File: src/hdl/stt_pkg.sv
// stt_pkg: shared constants and display operation codes for the
// two-line text terminal; no dependencies
`default_nettype none

package stt_pkg;

   // column counter width and byte width
   localparam int COL_W  = 6;
   localparam int BYTE_W = 8;

   // display operations carried on the result channel
   typedef enum logic [1:0] {
      OP_CLEAR = 2'd0,
      OP_WRITE = 2'd1,
      OP_HOME  = 2'd2
   } disp_op_type;

   // character codes of interest
   localparam logic [BYTE_W-1:0] CH_NEWLINE      = 8'h0a;
   localparam logic [BYTE_W-1:0] CH_BACKSLASH    = 8'h5c;
   localparam logic [BYTE_W-1:0] CH_PRINT_LO     = 8'h20;
   localparam logic [BYTE_W-1:0] CH_PRINT_END    = 8'h7f;
   localparam logic [BYTE_W-1:0] GLYPH_BACKSLASH = 8'h01;
   localparam logic [BYTE_W-1:0] GLYPH_NONE      = 8'h00;

endpackage

`default_nettype wire

File: src/hdl/scrolling_two_line_text_terminal.sv
// Two-line scrolling text terminal: accepts one item (byte or clear
// request) when idle and emits its display operations one per cycle
// while the result output is not stalled. No new item is taken until the
// last result of the item before is loaded; the replay reads one line
// store entry per result, and a result waiting in the output
// register never holds off item acceptance. Reset clears cursor, newline
// flag and control; the line store needs no clearing pass.
// Top level; uses stt_pkg, stt_seq and stt_line_mem
`default_nettype none

module scrolling_two_line_text_terminal #(
   parameter int LINE_WIDTH = 40
) (
   input  wire logic                       clock,
   input  wire logic                       reset,
   input  wire logic                       req_valid,
   output logic                            req_stall,
   input  wire logic                       req_command,
   input  wire logic [stt_pkg::BYTE_W-1:0] req_rx_byte,
   output logic                            rsp_valid,
   input  wire logic                       rsp_stall,
   output logic      [1:0]                 rsp_display_op,
   output logic      [stt_pkg::BYTE_W-1:0] rsp_glyph,
   output logic                            rsp_last
);
   import stt_pkg::*;

   localparam int AW = $clog2(LINE_WIDTH);

   logic              mem_we;
   logic [AW-1:0]     mem_waddr;
   logic [BYTE_W-1:0] mem_wdata;
   logic [AW-1:0]     mem_raddr;
   logic [BYTE_W-1:0] mem_rdata;

   // sequencer
   stt_seq #(
      .LINE_WIDTH (LINE_WIDTH),
      .AW         (AW)
   ) u_seq (
      .clock          (clock),
      .reset          (reset),
      .req_valid      (req_valid),
      .req_stall      (req_stall),
      .req_command    (req_command),
      .req_rx_byte    (req_rx_byte),
      .rsp_valid      (rsp_valid),
      .rsp_stall      (rsp_stall),
      .rsp_display_op (rsp_display_op),
      .rsp_glyph      (rsp_glyph),
      .rsp_last       (rsp_last),
      .mem_we         (mem_we),
      .mem_waddr      (mem_waddr),
      .mem_wdata      (mem_wdata),
      .mem_raddr      (mem_raddr),
      .mem_rdata      (mem_rdata)
   );

   // line store
   stt_line_mem #(
      .DEPTH (LINE_WIDTH),
      .AW    (AW)
   ) u_mem (
      .clock (clock),
      .we    (mem_we),
      .waddr (mem_waddr),
      .wdata (mem_wdata),
      .raddr (mem_raddr),
      .rdata (mem_rdata)
   );

endmodule

`default_nettype wire

File: src/hdl/stt_line_mem.sv
// stt_line_mem: line store of the bottom display line, one write port and
// one read port with registered read data; uses stt_pkg
`default_nettype none

module stt_line_mem #(
   parameter int DEPTH = 40,
   parameter int AW    = 6
) (
   input  wire logic                      clock,
   input  wire logic                      we,
   input  wire logic [AW-1:0]             waddr,
   input  wire logic [stt_pkg::BYTE_W-1:0] wdata,
   input  wire logic [AW-1:0]             raddr,
   output logic      [stt_pkg::BYTE_W-1:0] rdata
);
   import stt_pkg::*;

   logic [BYTE_W-1:0] mem [DEPTH];
   logic [BYTE_W-1:0] rdata_ff;

   // write port
   always_ff @(posedge clock) begin
      if (we) begin
         mem[waddr] <= wdata;
      end
   end

   // read port, registered read data
   always_ff @(posedge clock) begin
      rdata_ff <= mem[raddr];
   end

   assign rdata = rdata_ff;

endmodule

`default_nettype wire

File: src/hdl/stt_seq.sv
// stt_seq: item decode, scroll and replay sequencer and result register;
// drives the line store read and write ports; uses stt_pkg
`default_nettype none

module stt_seq #(
   parameter int LINE_WIDTH = 40,
   parameter int AW         = 6
) (
   input  wire logic                       clock,
   input  wire logic                       reset,
   // item input
   input  wire logic                       req_valid,
   output logic                            req_stall,
   input  wire logic                       req_command,
   input  wire logic [stt_pkg::BYTE_W-1:0] req_rx_byte,
   // result output
   output logic                            rsp_valid,
   input  wire logic                       rsp_stall,
   output logic      [1:0]                 rsp_display_op,
   output logic      [stt_pkg::BYTE_W-1:0] rsp_glyph,
   output logic                            rsp_last,
   // line store
   output logic                            mem_we,
   output logic      [AW-1:0]              mem_waddr,
   output logic      [stt_pkg::BYTE_W-1:0] mem_wdata,
   output logic      [AW-1:0]              mem_raddr,
   input  wire logic [stt_pkg::BYTE_W-1:0] mem_rdata
);
   import stt_pkg::*;

   typedef enum logic [4:0] {
      ST_IDLE   = 5'b00001,
      ST_CLEAR  = 5'b00010,
      ST_REPLAY = 5'b00100,
      ST_HOME   = 5'b01000,
      ST_PUT    = 5'b10000
   } seq_state_type;

   seq_state_type      state_ff, state_in;
   logic [COL_W-1:0]   cursor_ff, cursor_in;
   logic               pending_ff, pending_in;
   logic               clr_ff, clr_in;
   logic               put_ff, put_in;
   logic [BYTE_W-1:0]  glyph_ff, glyph_in;
   logic [AW-1:0]      idx_ff, idx_in;

   logic               rsp_valid_ff, rsp_valid_in;
   disp_op_type        rsp_op_ff, rsp_op_in;
   logic [BYTE_W-1:0]  rsp_glyph_ff, rsp_glyph_in;
   logic               rsp_last_ff, rsp_last_in;

   logic               out_free;
   logic               load;
   logic               is_nl, is_bs, is_print, put_c, full_c, scroll_c;
   logic [BYTE_W-1:0]  glyph_c;

   // byte classification of the offered item
   always_comb begin
      is_nl    = (req_rx_byte == CH_NEWLINE);
      is_bs    = (req_rx_byte == CH_BACKSLASH);
      is_print = (req_rx_byte >= CH_PRINT_LO) && (req_rx_byte < CH_PRINT_END);
      put_c    = !req_command && (is_bs || is_print);
      glyph_c  = is_bs ? GLYPH_BACKSLASH : req_rx_byte;
      full_c   = (cursor_ff >= COL_W'(LINE_WIDTH));
      scroll_c = req_command || pending_ff || (put_c && full_c);
   end

   assign out_free  = !rsp_valid_ff || !rsp_stall;
   assign req_stall = (state_ff != ST_IDLE);

   // sequencer
   always_comb begin
      state_in     = state_ff;
      cursor_in    = cursor_ff;
      pending_in   = pending_ff;
      clr_in       = clr_ff;
      put_in       = put_ff;
      glyph_in     = glyph_ff;
      idx_in       = idx_ff;
      load         = 1'b0;
      rsp_op_in    = OP_CLEAR;
      rsp_glyph_in = GLYPH_NONE;
      rsp_last_in  = 1'b0;
      mem_we       = 1'b0;
      unique case (state_ff)
         ST_IDLE: begin
            if (req_valid) begin
               clr_in   = req_command;
               put_in   = put_c;
               glyph_in = glyph_c;
               idx_in   = '0;
               if (!req_command) begin
                  pending_in = is_nl;
               end
               if (scroll_c) begin
                  state_in = ST_CLEAR;
               end else if (put_c) begin
                  state_in = ST_PUT;
               end
            end
         end
         ST_CLEAR: begin
            if (out_free) begin
               load      = 1'b1;
               rsp_op_in = OP_CLEAR;
               if (!clr_ff && (cursor_ff != '0)) begin
                  state_in = ST_REPLAY;
               end else begin
                  state_in = ST_HOME;
               end
            end
         end
         ST_REPLAY: begin
            if (out_free) begin
               load         = 1'b1;
               rsp_op_in    = OP_WRITE;
               rsp_glyph_in = mem_rdata;
               // stored entries run up to the cursor, none of them zero
               if (COL_W'(idx_ff) + COL_W'(1) == cursor_ff) begin
                  state_in = ST_HOME;
               end else begin
                  idx_in = AW'(idx_ff + AW'(1));
               end
            end
         end
         ST_HOME: begin
            if (out_free) begin
               load        = 1'b1;
               rsp_op_in   = OP_HOME;
               rsp_last_in = !put_ff;
               cursor_in   = '0;
               state_in    = put_ff ? ST_PUT : ST_IDLE;
            end
         end
         ST_PUT: begin
            if (out_free) begin
               load         = 1'b1;
               rsp_op_in    = OP_WRITE;
               rsp_glyph_in = glyph_ff;
               rsp_last_in  = 1'b1;
               mem_we       = 1'b1;
               cursor_in    = COL_W'(cursor_ff + COL_W'(1));
               state_in     = ST_IDLE;
            end
         end
         default: begin
            state_in = ST_IDLE;
         end
      endcase
   end

   // read address follows the next index so data lines up with idx_ff
   assign mem_raddr = idx_in;
   assign mem_waddr = cursor_ff[AW-1:0];
   assign mem_wdata = glyph_ff;

   assign rsp_valid_in = load ? 1'b1 : (rsp_stall & rsp_valid_ff);

   // control state
   always_ff @(posedge clock) begin
      if (reset) begin
         state_ff     <= ST_IDLE;
         cursor_ff    <= '0;
         pending_ff   <= 1'b0;
         rsp_valid_ff <= 1'b0;
      end else begin
         state_ff     <= state_in;
         cursor_ff    <= cursor_in;
         pending_ff   <= pending_in;
         rsp_valid_ff <= rsp_valid_in;
      end
   end

   // item and result payload
   always_ff @(posedge clock) begin
      clr_ff   <= clr_in;
      put_ff   <= put_in;
      glyph_ff <= glyph_in;
      idx_ff   <= idx_in;
      if (load) begin
         rsp_op_ff    <= rsp_op_in;
         rsp_glyph_ff <= rsp_glyph_in;
         rsp_last_ff  <= rsp_last_in;
      end
   end

   assign rsp_valid      = rsp_valid_ff;
   assign rsp_display_op = rsp_op_ff;
   assign rsp_glyph      = rsp_glyph_ff;
   assign rsp_last       = rsp_last_ff;

   // cursor never passes the end of the line
   a_cursor_range: assert property (@(posedge clock) disable iff (reset)
      cursor_ff <= COL_W'(LINE_WIDTH))
      else $error("cursor beyond line width");

   // replay only reads entries below the cursor
   a_replay_idx: assert property (@(posedge clock) disable iff (reset)
      (state_ff == ST_REPLAY) |-> (COL_W'(idx_ff) < cursor_ff))
      else $error("replay index not below cursor");

   // no store write while the line is being replayed
   a_no_write_replay: assert property (@(posedge clock) disable iff (reset)
      (state_ff == ST_REPLAY) |-> !mem_we)
      else $error("store write during replay");

   // cursor home result puts the column back to zero
   a_home_cursor: assert property (@(posedge clock) disable iff (reset)
      (load && state_ff == ST_HOME) |=> (cursor_ff == '0))
      else $error("cursor not reset by home");

endmodule

`default_nettype wire

File: config.mk
export PLATFORM = sky130hd
export DESIGN_NAME = scrolling_two_line_text_terminal
export DESIGN_NICKNAME = d
export VERILOG_FILES = /design/src/hdl/stt_pkg.sv /design/src/hdl/scrolling_two_line_text_terminal.sv /design/src/hdl/stt_line_mem.sv /design/src/hdl/stt_seq.sv
export SDC_FILE = /design/constraint.sdc
export NUM_CORES = 1
export LEC_CHECK = 0
export BUFFER_PORTS_ARGS = -buffer_cell sky130_fd_sc_hd__buf_2
export CAP_MARGIN = 20
export CORE_MARGIN = 2
export CORE_UTILIZATION = 55
export DETAILED_ROUTE_END_ITERATION = 8
export GPL_ROUTABILITY_DRIVEN = 0
export PLACE_DENSITY = 0.74
export SYNTH_ARGS = -nofsm -noshare
export SYNTH_HDL_FRONTEND = slang
export SYNTH_SLANG_ARGS = --single-unit
File: constraint.sdc
create_clock -name clock -period 3 [get_ports clock]
set_input_delay 0.45 -clock clock [delete_from_list [all_inputs] [get_ports clock]]
set_output_delay 0.45 -clock clock [all_outputs]
set_load 0.01 [all_outputs]
Yosys cells after proc, flatten, opt, wreduce, memory -nomap -nowiden
Memory sizes are Yosys's and may differ from the RTL's. A register that Yosys moved wholly into a read port is not among the register bits.
Cells that the tools add are included.
{"block": "word_totals", "ff_bits": 40, "mem_bits_rw": 320, "output_inout_bits": 13, "memories": 1}
{"name": "u_mem.mem", "words": 40, "word_bits": 8, "read_ports": 1, "rd_ports_with_merged_regs": 1, "write_ports": 1, "line": "stt_line_mem.sv:18", "text": "logic [BYTE_W-1:0] mem [DEPTH];"}
{"block": "classes", "add_sub_neg": 2, "order_cmp": 3, "eq_ne": 16, "muxes": 32, "bitwise_logic": 2, "reduce_logical": 21}
{"op": "$mux 5", "count": 9}
{"op": "$mux 6", "count": 5}
{"op": "$pmux 5 s5", "count": 1}
{"op": "$pmux 6 s2", "count": 2}
{"op": "$mux 8", "count": 2}
{"op": "$pmux 8 s2", "count": 1}
{"op": "$add 6x1->6 const B", "count": 2}
{"op": "$ne 2x1->1 const B", "count": 5}
{"op": "$eq 8x4->1 const B", "count": 1}
{"op": "$eq 8x7->1 const B", "count": 1}
{"op": "$ge 8x6->1 const B", "count": 1}
{"op": "$lt 8x7->1 const B", "count": 1}
{"op": "$mux 1", "count": 8}
{"op": "$reduce_and 7->1", "count": 1}
{"op": "$eq 6x6->1", "count": 1}
{"op": "$ge 6x6->1 const B", "count": 1}
{"op": "$reduce_and 3->1", "count": 2}
{"op": "$reduce_bool 6->1", "count": 1}
{"op": "$eq 5x1->1 const B", "count": 1}
{"op": "$eq 5x2->1 const B", "count": 1}
{"op": "$eq 5x3->1 const B", "count": 1}
{"op": "$eq 5x4->1 const B", "count": 1}
{"op": "$eq 5x5->1 const B", "count": 1}
{"op": "$logic_not 1->1", "count": 5}
{"op": "15 further kinds", "count": 21}

Depth between registers and ports, before layout
Gate-level depths: netlist of the first run.
{"block": "logic_depth", "ltp_word": 9, "ltp_mapped": 13, "depth_no_buf": 11}

Cells and area by module
From an unflattened synthesis of the first run, not the netlist that was laid out.
{"block": "unflattened", "hier_cells": 916, "hier_area_um2": 15109.5}
{"module": "stt_line_mem", "n_inst": 1, "cells_each": 696, "area_per_inst_um2": 12993.7}
{"module": "stt_seq", "n_inst": 1, "cells_each": 220, "area_per_inst_um2": 2115.8}

Worst setup path after synthesis of the first run
Ideal clock, no wire load.
{"block": "synth_path", "path_type": "reg2reg", "from": "register u_seq.idx_ff[0]", "to": "register u_mem.rdata_ff[6] (netlist: u_mem.rdata[6]), read port of u_mem.mem", "setup_time_ns": 0.123, "arrival_time_ns": 2.789, "required_ns": 2.877, "setup_slack_ns": 0.088, "stages_incl_launch_ff": 13, "n_path_buf": 2, "cell_sequence": "dfxtp_1 ha_1 o21ba_1 a221oi_2 o41ai_2 a211o_1 and2_4 buf_8 buf_12 mux2_1 o211a_1 nor4_1 nor4_1"}
{"block": "synth_via", "elab_chain_cells": 5}
{"item": "start: declaration", "line": "stt_seq.sv:45", "text": "logic [AW-1:0] idx_ff, idx_in;"}
{"item": "start signal: assignment", "line": "stt_seq.sv:179", "text": "idx_ff <= idx_in;"}
{"item": "$add 6x1->6", "line": "stt_seq.sv:119, stt_seq.sv:122"}
{"item": "$eq 6x6->1", "line": "stt_seq.sv:119", "text": "if (COL_W'(idx_ff) + COL_W'(1) == cursor_ff) begin"}
{"item": "$mux 6", "line": "stt_seq.sv:119"}
{"item": "$mux 6", "line": "stt_seq.sv:114", "text": "if (out_free) begin"}
{"item": "$pmux 6 s2 (*)", "line": "stt_seq.sv:85", "text": "unique case (state_ff)"}
{"item": "end: declaration", "line": "stt_line_mem.sv:19", "text": "logic [BYTE_W-1:0] rdata_ff;"}
Mark *: on every way between the ends. The rest lies on a longest branch, timed or not.
A chain may end at the register's enable or synchronous reset.

Final worst setup path of the first run
{"block": "layout_path", "from": "register u_seq.idx_ff[1]", "to": "register u_mem.rdata_ff[1] (netlist: u_mem.rdata[1]), read port of u_mem.mem"}
The elaborated chain is that of the path after synthesis.

==> results of run 1 <==
[layout by cell type (no fill, tap or decap), types with 15 or more instances in the layout]
cell type  synthesis  layout
and3_1            16      15
nand3_1           30      27
nand2_1           24      20
buf_4              3     126
a211o_1           16      16
clkbuf_16          0      41
o21ai_0           16      16
buf_2             14      25
buf_12             1      18
dfxtp_1           27      24
nor2_1            72      70
a21oi_1           25      21
edfxtp_1         341     341
mux2i_1          191     167
[metrics by stage]
stage	area, µm²	utilization	hold slack (ps)
floorplan	15340	-	462.7
global placement	16810	0.6085	477.2
detailed placement	16810	0.6085	496.9
CTS	18680	0.6760	137.4
global route	18850	0.6822	144.6
finish	18850	0.6822	146.0
[synth_stat cells, drive strengths merged, types with 4 or more instances]
master,instances,area share
a2111oi,18,0.011
a211o,16,0.0091
a21boi,6,0.0029
a21oi,25,0.0082
a22o,7,0.0040
and2,8,0.0034
and3,16,0.0065
buf,32,0.018
clkbuf,19,0.0046
dfxtp,27,0.035
edfxtp,341,0.67
inv,11,0.0027
mux2i,191,0.12
nand2,25,0.0063
nand3,30,0.0098
nand3b,7,0.0034
nand4,6,0.0024
nor2,74,0.019
nor3,9,0.0037
nor4,4,0.0026
o2111ai,7,0.0040
o211ai,4,0.0026
o21ai,17,0.0058
o22ai,26,0.011
or4,5,0.0024
xnor2,5,0.0029
xor2,6,0.0034
[metal layers]
metal  global-route usage  routed length (µm)  vias to the layer above
met3              0.04904                3062                       99
li1                     -                   -                     4196
met1               0.3442               15090                     4742
met2               0.4180               17470                      434
met5                    0                   0                        -
met4               0.1024                1502                        0
[sequential cells by signal, indices dropped and copies added (netlist names)]
register / count
u_seq.pending_ff: 1
u_seq.put_ff: 1
u_seq.rsp_last: 1
u_seq.state_ff: 5
u_seq.rsp_glyph: 8
u_seq.clr_ff: 1
u_seq.mem_waddr: 6
u_mem.rdata: 8
u_seq.rsp_valid: 1
u_seq.mem_wdata: 8
u_mem.mem: 320
u_seq.idx_ff: 6
u_seq.rsp_display_op: 2
[power by group]
part / switching, mW / internal [mW] / leakage, nW
clock network: 1.88 / 2.74 / 0.616
registers: 0.192 / 6.03 / 3.29
logic: 0.652 / 0.312 / 3.56
[layout make-up]
| type | instances | area [µm²] | share of cell area |
|---|---|---|---|
| clock buffer | 44 | 1037 | 0.05503 |
| clock inverter | 25 | 203.9 | 0.01082 |
| timing repair buffer | 174 | 1536 | 0.08151 |
| tap | 378 | 473.0 | 0.02509 |
| sequential | 368 | 10780 | 0.5721 |
| inverter | 11 | 43.79 | 0.002323 |
| multi-input combinational | 551 | 4771 | 0.2531 |
[worst min-delay path by stage]
| stage | to | slack (ps) | depth (start not counted) |
|---|---|---|---|
| after CTS | u_seq.mem_wdata[7]$_SDFFCE_PN0P_ | 140 | 1 |
| after global routing | u_seq.mem_wdata[7]$_SDFFCE_PN0P_ | 140 | 1 |
| after global placement | u_seq.pending_ff$_SDFFE_PP0P_ | 480 | 2 |
| final | u_seq.mem_wdata[7]$_SDFFCE_PN0P_ | 150 | 1 |
| after floorplan | u_seq.pending_ff$_SDFFE_PP0P_ | 460 | 2 |
| after detailed placement | u_seq.pending_ff$_SDFFE_PP0P_ | 500 | 2 |
[cells by family (layout without fill, tap and decap cells)]
| kind of cell | count (synthesis) | after routing | synth area share |
|---|---|---|---|
| compound gates | 146 | 146 | 0.07088 |
| xor+xnor | 11 | 11 | 0.006280 |
| fa+ha+maj | 3 | 3 | 0.002447 |
| buf+inv | 62 | 254 | 0.02520 |
| flops | 368 | 368 | 0.7027 |
| mux | 192 | 192 | 0.1254 |
| simple gates | 199 | 199 | 0.06713 |
[repair_timing]
item,4_1_cts,5_1_grt
setup endpoints to repair,8,8
buffers inserted,6,9
cloned,4,0
pin swaps,18,14
endpoints found under the hold margin,0,0
gates resized for setup,89,35
==> run_results.csv, run 1 <==
group,metric,value,unit
setup_path,crit_end,"u_mem.rdata[1]$_DFF_P_",
floorplanning,fp.dieW,171.0,µm
clock_network,cts_buffers,38,
timing,fin_skew,16.64,ps
timing,drv_slew,0,
timing,setup_ws,-101.7,ps
setup_path,critPathKind,"reg2reg",
timing,grt_setup_unrepaired,"yes",
logic_synthesis,synth_seq_area_share,0.7027,
run_status,status,"finished with violations",
floorplanning,design.core.area,27630,µm²
clock_network,clockRootBuffer,"clkbuf_16",
finish,diodes,0,
route,route.detailed.drc,0,
run_status,violations,"setup timing",
placed_design,hpwl,23370,µm
floorplanning,ioPinCount,26,
route,dr.pass1.iters,5,
job,cap_violations,0,
worst_hold_path,hold_class,"in2reg",
timing,period_share,1.034,
global_routing,antenna_found_initial,0,
floorplanning,die_h,171.0,µm
setup_path,end_kind,"flip-flop",
logic_synthesis,ys_seq_elements,368,
finish,area_growth,22.87,%
global_routing,grt-ovfl-total,0,
power_and_ir_drop,power_density,626.4,nW/µm²
floorplanning,initial_core_util,0.5552,
timing,worst_slew_pin_slew,1027,ps
clock_network,ctsHtreeMaxLevel,2,
placed_design,port_buffers,25,
clock_network,cts_hold_buf,0,
finish,stdcell_count,1551,
setup_path,timing.reg2reg.setup_slack,-100,ps
setup_path,path_buf_inv,3,
setup_path,r2r-end,"u_mem.rdata[1]$_DFF_P_",
clock_network,cts_tree,"built",
floorplanning,rows,61,
route,wl,37120,µm
route,vias,9471,
logic_synthesis,ys.warnings.count,0,
timing,hold_viol,0,
placed_design,placed_cells,1467,
clock_network,clock_sinks,368,
setup_path,crit_start,"u_seq.idx_ff[1]$_DFF_P_",
route,viasPerCell,6.106,
logic_synthesis,syn_area,15340,µm²
timing,timing.fmax,322.4,MHz
route,wire_per_inst,23.93,µm
logic_synthesis,synth_nets,997,
setup_path,crit_required,3390,ps
global_routing,grt_pass1_vias,9390,
setup_path,cp-start-kind,"flip-flop",
setup_path,path_cells,"ha_4 -> xor2_1 -> nor2_2 -> o211ai_4 -> buf_4 -> o211ai_2 -> and2_4 -> buf_12 -> buf_12 -> mux2i_1 -> mux2i_1 -> o22ai_1 -> a2111oi_2",
setup_path,critPathArrivalTime,3490,ps
global_routing,grt_start_max_net_pins,42,
setup_path,cp_slowest_stage_delay,340,ps
clock_network,clk_latency,520,ps
setup_path,critPathTopFamily,"compound AO/OA/AOI/OAI gates",
clock_network,clk_pin_slew,60,ps
setup_path,r2r-start,"u_seq.idx_ff[1]$_DFF_P_",
finish,drive_gt1_frac,0.2839,
timing,fin_crit,3102,ps
route,ant_nets,0,
setup_path,reg2regPathDepth,13,
logic_synthesis,synthFlopType,"edfxtp_1",
finish,nNetsFinal,1160,
global_routing,grt_usage,0.2570,
setup_path,path_depth,13,
power_and_ir_drop,power.total,11.81,mW
timing,setup_viol,8,
floorplanning,die-area,29240,µm²
logic_synthesis,syn_area_per_cell,15.64,µm²
power_and_ir_drop,p_leak,7.468,nW
timing,timing.slew.headroom,0.3155,
setup_path,cpMaxStageDelayCell,"o22ai_1",
route,drtIter0Drc,1085,
placed_design,pre_cts_ws,-430.8,ps
finish,fill_cells,1835,
logic_synthesis,syn_inst,981,
worst_hold_path,min-delay-start,"req_rx_byte[7]",
logic_synthesis,async_reset_ff_frac,0,
logic_synthesis,ys_types,72,
timing,tns,-460.8,ps
power_and_ir_drop,peakVddDrop,0.4256,mV
logic_synthesis,synth_edf_count,341,
clock_network,cts_max_path_buffers,3,
setup_path,critPathMaxFanout,19,
global_routing,grt_first_pass_wirelength,55630,µm
Power figures use the tool's default switching activity.
==> run 2: changes to the inputs <==
--- a/config.mk
+++ b/config.mk
@@ -8,10 +8,10 @@
 export BUFFER_PORTS_ARGS = -buffer_cell sky130_fd_sc_hd__buf_2
 export CAP_MARGIN = 20
 export CORE_MARGIN = 2
-export CORE_UTILIZATION = 55
+export CORE_UTILIZATION = 56
 export DETAILED_ROUTE_END_ITERATION = 8
 export GPL_ROUTABILITY_DRIVEN = 0
-export PLACE_DENSITY = 0.74
+export PLACE_DENSITY = 0.75
 export SYNTH_ARGS = -nofsm -noshare
 export SYNTH_HDL_FRONTEND = slang
 export SYNTH_SLANG_ARGS = --single-unit
==> run_results.csv, run 2 (synthesis results as in run 1) <==
group,metric,value,unit
run_status,status,"finished with violations",
run_status,violations,"setup timing",
worst_hold_path,min-delay-start,"req_rx_byte[1]",
floorplanning,rows,60,
timing,drv_slew,0,
finish,largest-register,"u_mem.mem",
finish,area_growth,25.34,%
finish,final_common_cell,"edfxtp_1",
clock_network,clock_sinks,368,
timing,fin_crit,3187,ps
clock_network,clockRootBuffer,"clkbuf_16",
floorplanning,fp.dieW,169.5,µm
finish,final_cell_mix,"edfxtp_1 (341), mux2i_1 (159), buf_4 (129)",
timing,grt_setup_unrepaired,"yes",
route,drtIter0Drc,1243,
timing,timing.fmax,313.7,MHz
global_routing,grt_start_max_net_pins,42,
route,wl,38900,µm
job,cap_violations,0,
clock_network,clk_pin_slew,60,ps
route,wire_per_inst,25.42,µm
clock_network,clk_latency,540,ps
route,route.detailed.drc,0,
clock_network,cts_max_path_buffers,3,
timing,hold_viol,0,
finish,stdcell_count,1530,
setup_path,critPathMaxFanout,7,
power_and_ir_drop,power_density,607.7,nW/µm²
route,ant_nets,0,
finish,largest_register_ffs,320,
clock_network,ctsHtreeMaxLevel,2,
route,vias,9763,
setup_path,cp-start-kind,"flip-flop",
floorplanning,die_h,169.5,µm
power_and_ir_drop,power.total,11.69,mW
floorplanning,initial_core_util,0.5692,
floorplanning,die-area,28740,µm²
clock_network,cts_buffers,38,
placed_design,port_buffers,25,
setup_path,end_kind,"flip-flop",
timing,period_share,1.062,
setup_path,critPathArrivalTime,3620,ps
timing,timing.slew.headroom,0.3220,
power_and_ir_drop,p_leak,7.544,nW
route,dr.pass1.iters,5,
timing,fin_skew,23.19,ps
power_and_ir_drop,peakVddDrop,0.5182,mV
global_routing,grt_usage,0.2606,
floorplanning,design.core.area,26950,µm²
clock_network,cts_tree,"built",
timing,setup_ws,-187.4,ps
finish,drive_gt1_frac,0.3036,
setup_path,critPathKind,"reg2reg",
timing,tns,-1195,ps
floorplanning,ioPinCount,26,
setup_path,r2r-start,"u_seq.idx_ff[1]$_DFF_P_",
finish,diodes,0,
setup_path,crit_start,"u_seq.idx_ff[1]$_DFF_P_",
worst_hold_path,hold_class,"in2reg",
setup_path,crit_required,3440,ps
route,viasPerCell,6.381,
global_routing,grt_first_pass_wirelength,55990,µm
global_routing,grt_pass1_vias,9319,
placed_design,placed_cells,1428,
placed_design,hpwl,23860,µm
timing,worst_slew_pin_slew,1017,ps
global_routing,grt-ovfl-total,0,
finish,nNetsFinal,1177,
global_routing,antenna_found_initial,0,
placed_design,pre_cts_ws,-375.6,ps
timing,setup_viol,8,
## run 2: cell types whose count changed in the layout (fill, tap and decap cells not counted), sizes merged
cell      before  now
clkinvlp       1    0
clkinv        20    9
clkbuf        44   59
bufbuf         0    1
buf          174  187
bufinv         3    2
## run 2: stage by stage
stage / area [µm²] / util / hold WS, ps
after floorplan: 15340 / - / 462.7
after global placement: 16740 / 0.6211 / 473.7
after detailed placement: 16740 / 0.6211 / 487.9
after CTS: 18690 / 0.6935 / 129.1
after global routing: 19230 / 0.7135 / 139.3
final: 19230 / 0.7135 / 136.8
## run 2: worst max-delay path, cell delays in order (launching register included)
cell and delay (ps):
dfxtp_2 340, ha_4 240, xor2_1 140, nor2_1 190, o211ai_2 150, buf_4 170, a211o_1 320, and2_4 240
buf_6 140, buf_16 150, inv_4 70, nand3_4 160, a21oi_2 210, a2111oi_2 80, buf_4 170, a2111oi_2 330
## run 2: final timing paths
kind / slack (ps) / end / depth (start not counted)
setup / recovery: -190 / u_mem.rdata[1]$_DFF_P_ / 15
hold / removal: 140 / u_seq.mem_wdata[1]$_SDFFCE_PN0P_ / 1
setup reg to reg: -190 / u_mem.rdata[1]$_DFF_P_ / 15
hold reg to reg: 490 / u_seq.pending_ff$_SDFFE_PP0P_ / 2
## run 2: layout make-up
class                           instances  area, µm²
Sequential cell                       368      10790
Fill cell                            1596       7722
Multi-Input combinational cell        551       4926
Timing Repair Buffer                  191       1843
Clock buffer                           56       1070
Tap cell                              341      426.7
Clock inverter                         12      132.6
Inverter                               11      43.79
## run 2: layer usage
layer  part of all wire  vias to the layer above  GRT usage
met5                  0                        -          0
met4              0.036                        0    0.09365
met3              0.087                      101    0.05714
met2               0.49                      539     0.4277
met1               0.39                     4900     0.3460
li1                   -                     4223          -
## run 2: power breakdown
group          internal (mW)  total (mW)  switching [mW]
Clock                   2.66        4.55            1.90
Sequential              6.03        6.29           0.256
Combinational          0.278       0.847           0.570
Total                   8.96        11.7            2.72
## run 2: what timing repair did
item                       4_1_cts  5_1_grt
pin swaps                       17       40
gates resized for setup         82       78
gates cloned                     7        3
setup endpoints to repair        8        8
buffers inserted                16       12
hold buffers                     0        0
